$ cat src/sv/rpb_pkg.sv
`timescale 1ns / 1ps

package rpb_pkg;

	// Default framebuffer geometry
	localparam int unsigned SCREEN_W_DEF = 512;
	localparam int unsigned SCREEN_H_DEF = 512;

	// Field widths
	localparam int unsigned CMD_W   = 2;
	localparam int unsigned POS_W   = 16;
	localparam int unsigned PIX_W   = 16;
	localparam int unsigned LVL_W   = 8;
	localparam int unsigned IDX_W   = 18;
	localparam int unsigned RB_W    = 5;
	localparam int unsigned G_W     = 6;
	localparam int unsigned FACT_W  = LVL_W + 1;

	// Factor that passes a channel through the x/256 scaler unchanged
	localparam logic [FACT_W-1:0] FACT_UNITY = FACT_W'(256);

	typedef enum logic [CMD_W-1:0] {
		CMD_FADE   = 2'd0,
		CMD_ADD    = 2'd1,
		CMD_BRIGHT = 2'd2,
		CMD_SOFT   = 2'd3
	} cmd_t;

endpackage

$ cat src/sv/rgb565_pixel_blend_unit.sv
`timescale 1ns / 1ps

// Channel   Ports                                                   Handshake
// input     cmd pos_x pos_y old_pixel src_color level sprite_alpha  start, busy
// result    new_pixel pixel_index write_enable                      valid (1-cycle strobe)
//
// Three register stages: inputs, bounds and weight (s1); channel multiply and
// index add (s2); saturating add and output register (s3).
// An accepted transaction's result passes the s1, s2 and s3 registers before it reaches the outputs.
// One transaction per clock; busy stays low, since nothing downstream can stall.
// arst_n clears the stage valid bits only; payload registers are not reset.
module rgb565_pixel_blend_unit
	import rpb_pkg::*;
#(
	parameter int unsigned SCREEN_W = SCREEN_W_DEF,
	parameter int unsigned SCREEN_H = SCREEN_H_DEF
) (
	input  logic                    clk,
	input  logic                    arst_n,
	input  logic                    start,
	output logic                    busy,
	input  logic [CMD_W-1:0]        cmd,
	input  logic signed [POS_W-1:0] pos_x,
	input  logic signed [POS_W-1:0] pos_y,
	input  logic [PIX_W-1:0]        old_pixel,
	input  logic [PIX_W-1:0]        src_color,
	input  logic [LVL_W-1:0]        level,
	input  logic [LVL_W-1:0]        sprite_alpha,
	output logic                    valid,
	output logic [PIX_W-1:0]        new_pixel,
	output logic [IDX_W-1:0]        pixel_index,
	output logic                    write_enable
);

	localparam logic [POS_W-2:0] W_LIM = (POS_W-1)'(SCREEN_W);
	localparam logic [POS_W-2:0] H_LIM = (POS_W-1)'(SCREEN_H);
	localparam logic [IDX_W-1:0] W_IDX = IDX_W'(SCREEN_W);

	// Stage 1
	logic               valid_s1;
	cmd_t               cmd_s1;
	logic               in_bounds_s1;
	logic [PIX_W-1:0]   old_s1;
	logic [PIX_W-1:0]   src_s1;
	logic [LVL_W-1:0]   level_s1;
	logic               alpha_zero_s1;
	logic [LVL_W-1:0]   w_s1;
	logic [IDX_W-1:0]   yprod_s1;
	logic [IDX_W-1:0]   x_s1;

	// Stage 2
	logic               valid_s2;
	logic [PIX_W-1:0]   old_s2;
	logic [IDX_W-1:0]   idx_s2;
	logic               we_s2;
	logic               add_s2;

	// Stage 3
	logic               valid_s3;
	logic [PIX_W-1:0]   pixel_s3;
	logic [IDX_W-1:0]   idx_s3;
	logic               we_s3;

	logic                  accept;
	logic                  in_x;
	logic                  in_y;
	logic [2*LVL_W-1:0]    wprod;
	logic [IDX_W-1:0]      y_ext;
	logic [FACT_W-1:0]     factor;
	logic [PIX_W-1:0]      opnd;
	logic                  we_c;
	logic [RB_W-1:0]       r_res;
	logic [G_W-1:0]        g_res;
	logic [RB_W-1:0]       b_res;
	logic [PIX_W-1:0]      blended;

	assign busy   = 1'b0;
	assign accept = start && !busy;

	assign in_x  = !pos_x[POS_W-1] && (pos_x[POS_W-2:0] < W_LIM);
	assign in_y  = !pos_y[POS_W-1] && (pos_y[POS_W-2:0] < H_LIM);
	assign wprod = (2*LVL_W)'(sprite_alpha) * (2*LVL_W)'(level);
	assign y_ext = IDX_W'(pos_y[POS_W-2:0]);

	always_ff @(posedge clk or negedge arst_n) begin
		if (!arst_n) begin
			valid_s1 <= 1'b0;
		end else begin
			valid_s1 <= accept;
		end
	end

	always_ff @(posedge clk) begin
		cmd_s1        <= cmd_t'(cmd);
		in_bounds_s1  <= in_x && in_y;
		old_s1        <= old_pixel;
		src_s1        <= src_color;
		level_s1      <= level;
		alpha_zero_s1 <= (sprite_alpha == '0);
		w_s1          <= wprod[2*LVL_W-1:LVL_W];
		yprod_s1      <= IDX_W'(y_ext * W_IDX);
		x_s1          <= IDX_W'(pos_x[POS_W-2:0]);
	end

	// Pick the scaled operand, factor and write enable per operation; plain add scales by unity
	always_comb begin
		unique case (cmd_s1)
			CMD_FADE: begin
				factor = {1'b0, level_s1};
				opnd   = old_s1;
				we_c   = in_bounds_s1 && (old_s1 != '0);
			end
			CMD_ADD: begin
				factor = FACT_UNITY;
				opnd   = src_s1;
				we_c   = in_bounds_s1;
			end
			CMD_BRIGHT: begin
				factor = {1'b0, level_s1};
				opnd   = src_s1;
				we_c   = in_bounds_s1;
			end
			CMD_SOFT: begin
				factor = {1'b0, w_s1};
				opnd   = src_s1;
				we_c   = in_bounds_s1 && !alpha_zero_s1 && (w_s1 != '0);
			end
			default: begin
				factor = FACT_UNITY;
				opnd   = src_s1;
				we_c   = 1'b0;
			end
		endcase
	end

	always_ff @(posedge clk or negedge arst_n) begin
		if (!arst_n) begin
			valid_s2 <= 1'b0;
		end else begin
			valid_s2 <= valid_s1;
		end
	end

	always_ff @(posedge clk) begin
		old_s2 <= old_s1;
		idx_s2 <= in_bounds_s1 ? (yprod_s1 + x_s1) : '0;
		we_s2  <= we_c;
		add_s2 <= (cmd_s1 != CMD_FADE);
	end

	rpb_lane #(.CW(RB_W)) u_lane_r (
		.clk    (clk),
		.opnd   (opnd[PIX_W-1 -: RB_W]),
		.factor (factor),
		.base   (old_s2[PIX_W-1 -: RB_W]),
		.add_en (add_s2),
		.res    (r_res)
	);

	rpb_lane #(.CW(G_W)) u_lane_g (
		.clk    (clk),
		.opnd   (opnd[RB_W +: G_W]),
		.factor (factor),
		.base   (old_s2[RB_W +: G_W]),
		.add_en (add_s2),
		.res    (g_res)
	);

	rpb_lane #(.CW(RB_W)) u_lane_b (
		.clk    (clk),
		.opnd   (opnd[RB_W-1:0]),
		.factor (factor),
		.base   (old_s2[RB_W-1:0]),
		.add_en (add_s2),
		.res    (b_res)
	);

	assign blended = {r_res, g_res, b_res};

	always_ff @(posedge clk or negedge arst_n) begin
		if (!arst_n) begin
			valid_s3 <= 1'b0;
		end else begin
			valid_s3 <= valid_s2;
		end
	end

	// Skipped writes keep the old pixel (fade of black is zero either way)
	always_ff @(posedge clk) begin
		pixel_s3 <= we_s2 ? blended : old_s2;
		idx_s3   <= idx_s2;
		we_s3    <= we_s2;
	end

	assign valid        = valid_s3;
	assign new_pixel    = pixel_s3;
	assign pixel_index  = idx_s3;
	assign write_enable = we_s3;

endmodule

$ cat src/sv/rpb_lane.sv
`timescale 1ns / 1ps

// One color channel: scale by factor/256 in stage 2, saturating add onto base (when add_en) in stage 3.
module rpb_lane
	import rpb_pkg::*;
#(
	parameter int unsigned CW = RB_W
) (
	input  logic              clk,
	input  logic [CW-1:0]     opnd,
	input  logic [FACT_W-1:0] factor,
	input  logic [CW-1:0]     base,
	input  logic              add_en,
	output logic [CW-1:0]     res
);

	logic [CW+FACT_W-1:0] prod;
	logic [CW-1:0]        scaled_s2;
	logic [CW:0]          sum;

	assign prod = (CW+FACT_W)'(opnd) * (CW+FACT_W)'(factor);

	always_ff @(posedge clk) begin
		scaled_s2 <= prod[CW+7:8];
	end

	assign sum = {1'b0, base} + {1'b0, scaled_s2};

	// Clamp at the channel's full-scale value
	always_comb begin
		if (!add_en) begin
			res = scaled_s2;
		end else if (sum[CW]) begin
			res = '1;
		end else begin
			res = sum[CW-1:0];
		end
	end

endmodule

$ cat config.mk
export PLATFORM = sky130hd
export DESIGN_NAME = rgb565_pixel_blend_unit
export DESIGN_NICKNAME = d
export VERILOG_FILES = /design/src/sv/rpb_pkg.sv /design/src/sv/rgb565_pixel_blend_unit.sv /design/src/sv/rpb_lane.sv
export SDC_FILE = /design/constraint.sdc
export NUM_CORES = 1
export LEC_CHECK = 0
export BUFFER_PORTS_ARGS = -buffer_cell sky130_fd_sc_hd__buf_2
export CAP_MARGIN = 10
export CORE_UTILIZATION = 45
export CTS_BUF_LIST = sky130_fd_sc_hd__clkbuf_8
export DETAILED_ROUTE_END_ITERATION = 16
export GPL_ROUTABILITY_DRIVEN = 0
export HOLD_SLACK_MARGIN = 0.15
export RECOVER_POWER = 50
export SLEW_MARGIN = 20
export SYNTH_ARGS = -nofsm -noshare
export SYNTH_HDL_FRONTEND = slang
export SYNTH_SLANG_ARGS = --single-unit
$ cat constraint.sdc
create_clock -name clk -period 8.73 [get_ports clk]
set_input_delay 0.4365 -clock clk [delete_from_list [all_inputs] [get_ports clk]]
set_output_delay 0.4365 -clock clk [all_outputs]
set_load 0.01 [all_outputs]
== Word level (Yosys, flattened, before mapping) ==
Index checks and enable logic that the tools add are counted.

* Word-level logic and storage cells: 62
* Memory bits (writable): 0
* Memory bits (read-only): 0
* Memories kept: 0
* Bits in registers: 166
* Latch bits: 0
* Input port bits: 85

* Reductions and logical operators: 17
* Magnitude comparators: 2
* Bitwise operators: 0
* Shifts and indexed selects: 0
* Eq/ne operators: 3
* Multiplexer cells: 10
* $mul: 4
* Divide/modulo/power cells: 0
* Add/subtract/negate cells: 4

{| class="wikitable"
|+ Operators with widths
! operator !! count
|-
| case mux 16 bit (2 select lines) || 1
|-
| less-than comparator 15 x 10 -> 1 bit (second input constant) || 2
|-
| case mux 9 bit (3 select lines) || 1
|-
| multiplier 5 x 9 -> 13 bit || 2
|-
| 2-to-1 mux 5 bit || 4
|-
| adder 18 x 15 -> 18 bit || 1
|-
| multiplier 8 x 8 -> 16 bit || 1
|-
| 2-to-1 mux 16 bit || 1
|-
| nonzero test 16 bit || 1
|-
| multiplier 6 x 9 -> 14 bit || 1
|-
| adder 5 x 5 -> 6 bit || 2
|-
| 2-to-1 mux 6 bit || 2
|-
| zero test 8 bit || 1
|-
| nonzero test 8 bit || 1
|-
| adder 6 x 6 -> 7 bit || 1
|-
| logical AND 1 bit || 6
|-
| == test 2 bit (second input constant) || 2
|-
| OR reduction 2 bit || 2
|-
| zero test 1 bit || 3
|-
| case mux 1 bit (3 select lines) || 1
|-
| OR reduction 3 bit || 1
|-
| == test 2 x 1 -> 1 bit (second input constant) || 1
|-
| zero test 2 bit || 1
|-
| nonzero test 2 bit || 1
|}

== Logic depth before layout (Yosys ltp) ==
* Depth after elaboration: 4
* Mapped depth: 20
* Gate-level depth less buffers: 18

== Hierarchy ==
Synthesis repeated with hierarchy kept, for this count alone.

* Cell total of the unflattened synthesis: 1,060
* Area total of the unflattened synthesis: 10,846.7 sq um

{| class="wikitable"
|+ By module, submodules not included
! module !! area an instance (sq um) !! instances !! cells each !! seq. area each (sq um)
|-
| rgb565_pixel_blend_unit || 6,027.0 || 1 || 503 || 3,017.9
|-
| rpb_lane (u_lane_g) || 1,858.0 || 1 || 214 || 120.1
|-
| rpb_lane (u_lane_b) || 1,482.7 || 1 || 170 || 100.1
|-
| rpb_lane (u_lane_r) || 1,478.9 || 1 || 173 || 100.1
|}

== Least setup slack after synthesis ==
OpenSTA, ideal clock, no wires.

* Path type: reg-to-reg
* Start point: register cmd_s1[0]
* End point: register u_lane_b.scaled_s2[4]
* Library setup time: 72 ps
* Stages on the path, launching flop included: 21
* Data required time: 8,658 ps
* Period minus slack after synthesis: 5,112 ps
* Arrival: 5,040 ps
* Buffers on the path: 3
* Setup slack: 3,618 ps
* Cell sequence: dfxtp_1 inv_1 ha_1 buf_6 buf_2 buf_2 mux2i_1 nor2_1 fa_1 fa_1 inv_1 fa_1 inv_1 ha_1 a21oi_1 a21boi_0 a311oi_1 o21ai_0 or3_1 a31oi_1 xnor2_1

* Longest elaborated chain between the ends: 4

{| class="wikitable"
|+ Ends and longest elaborated chain
! what !! line !! text
|-
| start, declared || rgb565_pixel_blend_unit.sv:41 || <nowiki>cmd_t cmd_s1;</nowiki>
|-
| start signal, assigned || rgb565_pixel_blend_unit.sv:94 || <nowiki>cmd_s1 <= cmd_t'(cmd);</nowiki>
|-
| == test 2 bit (tied with other cells) || rgb565_pixel_blend_unit.sv:107 || <nowiki>unique case (cmd_s1)</nowiki>
|-
| OR reduction 3 bit (no source line) / OR reduction 2 bit (equally long branches) || n/a ||
|-
| case mux 16 bit (2 select lines) / case mux 9 bit (3 select lines) (equally long branches) || rgb565_pixel_blend_unit.sv:107 ||
|-
| multiplier 5 x 9 -> 13 bit * || rpb_lane.sv:21 || <nowiki>assign prod = (CW+FACT_W)'(opnd) * (CW+FACT_W)'(factor);</nowiki>
|-
| named net u_lane_b.prod[12] || rpb_lane.sv:17 || <nowiki>logic [CW+FACT_W-1:0] prod;</nowiki>
|-
| end signal, assigned || rpb_lane.sv:24 || <nowiki>scaled_s2 <= prod[CW+7:8];</nowiki>
|-
| end, declared || rpb_lane.sv:18 || <nowiki>logic [CW-1:0] scaled_s2;</nowiki>
|}

The timed path passes the listed nets; every way through them passes the cells marked *.
A chain may end at the register's enable or synchronous reset.

== Worst setup path after layout ==
* Start point: register cmd_s1[0]
* End point: register u_lane_r.scaled_s2[4]

* Longest elaborated chain between the ends: 4

{| class="wikitable"
|+ Ends and longest elaborated chain
! what !! line
|-
| == test 2 bit (tied with other cells) || rgb565_pixel_blend_unit.sv:107
|-
| OR reduction 3 bit (no source line) / OR reduction 2 bit (equally long branches) || n/a
|-
| case mux 16 bit (2 select lines) / case mux 9 bit (3 select lines) (equally long branches) || rgb565_pixel_blend_unit.sv:107
|-
| multiplier 5 x 9 -> 13 bit * || rpb_lane.sv:21
|-
| named net u_lane_r.prod[12] || rpb_lane.sv:17
|-
| end signal, assigned || rpb_lane.sv:24
|-
| end, declared || rpb_lane.sv:18
|}

Marks and branches as above.

==> results_dict.tcl <==
set metrics [dict create \
    status "complete, no violations" \
    rsz0062_at_grt "no" \
    p_per_area_nw_per_um2 188 \
    cts_sinks 166 \
    critPathCaptureType "register" \
    rows 55 \
    cts_made_buffers 17 \
    layout-drive-gt1-share_pct 12.8 \
    yosysUniqueCellTypes 57 \
    synth-seq-area-share_pct 31.7 \
    ys_ff_latch 166 \
    post_cts_buffers 0 \
    reg2reg_slack_ns 3.14 \
    dieArea_sq_um 24000 \
    required_ns 9.11 \
    design_area_sq_um 12500 \
    fin_util_pct 54.7 \
    synth_xor_area_share_pct 3.16 \
    fin_crit_sh_pct 64.0 \
    hold_class "in2reg" \
    syn_inst 1071 \
    fin_crit_ns 5.59 \
    syn_nets 1375 \
    critPathCapture "u_lane_r.scaled_s2[4]$_DFF_P_" \
    tns_ns 0 \
    cts_root_buf "clkbuf_8" \
    hpwlAfterDp_um 16800 \
    clk_pin_slew_ns 0.11 \
    synth_simple_gate_area_share_pct 15.5 \
    syn_to_final_growth_pct 18.1 \
    reg2reg_depth 18 \
    grt_pass1_wl_um 37300 \
    start_kind "register" \
    r2r_start "cmd_s1[0]$_DFF_P_" \
    hold_viol 0 \
    grt_max_degree 43 \
    wirelength_um 22200 \
    fin_skew_ns 0.0131 \
    hold_slack_ns 0.200 \
    wl_per_cell_um 14.0 \
    coreArea_sq_um 22800 \
    r2r-end "u_lane_r.scaled_s2[4]$_DFF_P_" \
    synth_mux_area_share_pct 2.20 \
    postPlaceCellArea_sq_um 11500 \
    port_buffers 120 \
    synth_area_sq_um 10500 \
    clockBufferDepth 2 \
    synth_ff_type "dfxtp_1" \
    dr.first_iter.drc_count 328 \
    leakagePower_nw 6.10 \
    diodes 0 \
    timing.max_cap.violations 0 \
    synth_edf_count 0 \
    mostFrequentLayoutCells "inv_1, dfxtp_1, ha_1" \
    htree_levels 4 \
    drt_first_pass_iters 4 \
    irDropWorstVdd_uv 96.0 \
    path_max_fanout 26 \
    ys_warn_count 0 \
    slew_headroom_pct 38.7 \
    die_h_um 155 \
    grt_pass1_vias 7773 \
    insertion_delay_ns 0.46 \
    gr-usage-all-layers_pct 19.8 \
    worstHoldStart "pos_y[15]" \
    dieWidth_um 155 \
    ant_nets 0 \
    cp-startpoint "cmd_s1[0]$_DFF_P_" \
    io_pins 122 \
    synth-compound-area-share_pct 7.18 \
    setup-violations-final 0 \
    vias_per_cell 4.79 \
    synthAdderAreaFrac_pct 33.4 \
    start_util_pct 46.3 \
    grt_antenna_before_repair 0 \
    critical_path_class "reg2reg" \
    tightest_slew_ns 0.894 \
    synth-async-reset-ratio_pct 1.81 \
    ctsHoldBuffers 61 \
    synth_top_family_by_area "adder cells" \
    post-route-drc-count 0 \
    layout_commonest_cell "inv_1" \
    tritoncts "built" \
    max_freq_mhz 179 \
    vias 7561 \
    synth.avg_cell_area_sq_um 9.84 \
    arrival_ns 5.97 \
    nets 1556 \
    cts.repair.resized 0 \
    drv_slew 0 \
    grt-ovfl-total 0 \
]
## stage by stage
step / worst slack (ns) / total power, mW / cells
3_5_place_dp: 3.19 / 1.79 / 1485
3_3_place_gp: 3.32 / 1.77 / 1485
2_1_floorplan: 3.62 / 1.58 / 1071
6_report: 3.14 / 2.34 / 1578
4_1_cts: 3.15 / 2.37 / 1578
5_1_grt: 2.77 / 2.56 / 1578
## synth_stat cells, drive strengths merged, types with 2 or more instances
master,number,share of area (%)
a211oi,5,0.36
a21boi,3,0.21
a21o,10,0.71
a21oi,28,1.3
a221oi,3,0.25
a22oi,6,0.43
a311oi,2,0.17
a31oi,4,0.30
and2,68,4.0
buf,5,0.38
clkbuf,17,0.61
dfrtp,3,0.71
dfxtp,163,31
fa,104,20
ha,115,14
inv,166,5.9
mux2,6,0.64
mux2i,16,1.6
nand2,43,1.5
nand2b,16,0.95
nand3,12,0.57
nand3b,3,0.21
nand4b,2,0.17
nor2,112,4.0
nor2b,19,1.1
nor3,6,0.28
nor4,7,0.42
o21a,6,0.43
o21ai,22,1.0
o21bai,3,0.21
o221ai,5,0.42
o22ai,7,0.42
o31ai,3,0.26
or2,9,0.53
or3,18,1.1
or4,3,0.21
xnor2,26,2.2
xor2,12,1.0
## worst min-delay path by stage
stage	endpoint	slack [ns]	cells after the start
floorplan	valid$_DFF_PN0_	0.14	0
global placement	valid_s1$_DFF_PN0_	0.23	1
detailed placement	valid$_DFF_PN0_	0.24	1
CTS	level_s1[0]$_DFF_P_	0.17	1
global route	in_bounds_s1$_DFF_P_	0.17	4
finish	in_bounds_s1$_DFF_P_	0.20	4
## state kept, by name (all words and copies together), names as in the netlist, 8 cells and up
| signal | count |
|---|---|
| x_s1 | 15 |
| pixel_index | 18 |
| old_s2 | 16 |
| level_s1 | 8 |
| yprod_s1 | 9 |
| new_pixel | 16 |
| idx_s2 | 18 |
| src_s1 | 16 |
| w_s1 | 8 |
| old_s1 | 16 |
## routing by layer
layer,routed length (um),share of wire [%],GRT usage (%)
met5,0,0,0
met4,298,1.3,5.52
met3,750,3.4,3.51
met2,10900,49,35.1
met1,10200,46,24.5
## where the power goes
part	leakage, nW	internal, mW	switching (mW)	total (mW)
sequential	1.39	0.833	0.0442	0.877
combinational	4.50	0.411	0.503	0.914
clock	0.202	0.219	0.327	0.546
total	6.10	1.46	0.874	2.34
## cell families after synthesis
family                     count (synthesis)
and+or+nand+nor                          323
adders and majority gates                219
buffers and inverters                    188
DFF                                      166
AOI/OAI and AO/OA                        114
xor gates and xnor gates                  38
muxes                                     22
other                                      1
## critical path, stage by stage (launching register included)
cell,delay [ns]
dfxtp_1,0.35
inv_1,0.19
ha_1,0.18
buf_4,0.37
mux2i_1,0.61
nor2_1,0.14
fa_1,0.54
fa_1,0.55
inv_1,0.06
fa_1,0.53
inv_1,0.04
ha_1,0.32
a21oi_1,0.15
a21boi_0,0.09
a311oi_1,0.43
o21ai_0,0.22
or3_1,0.36
a31oi_1,0.22
xnor2_1,0.14
## layout make-up
class	instances	area, sq um
inverters	166	623
repair buffers	184	1220
flip-flops and latches	166	3340
well taps	313	392
clock inverters	15	173
clock buffers	17	234
fillers	2127	10300
multi-input cells	717	6480
No activity file was read; power rests on OpenSTA's default activity.
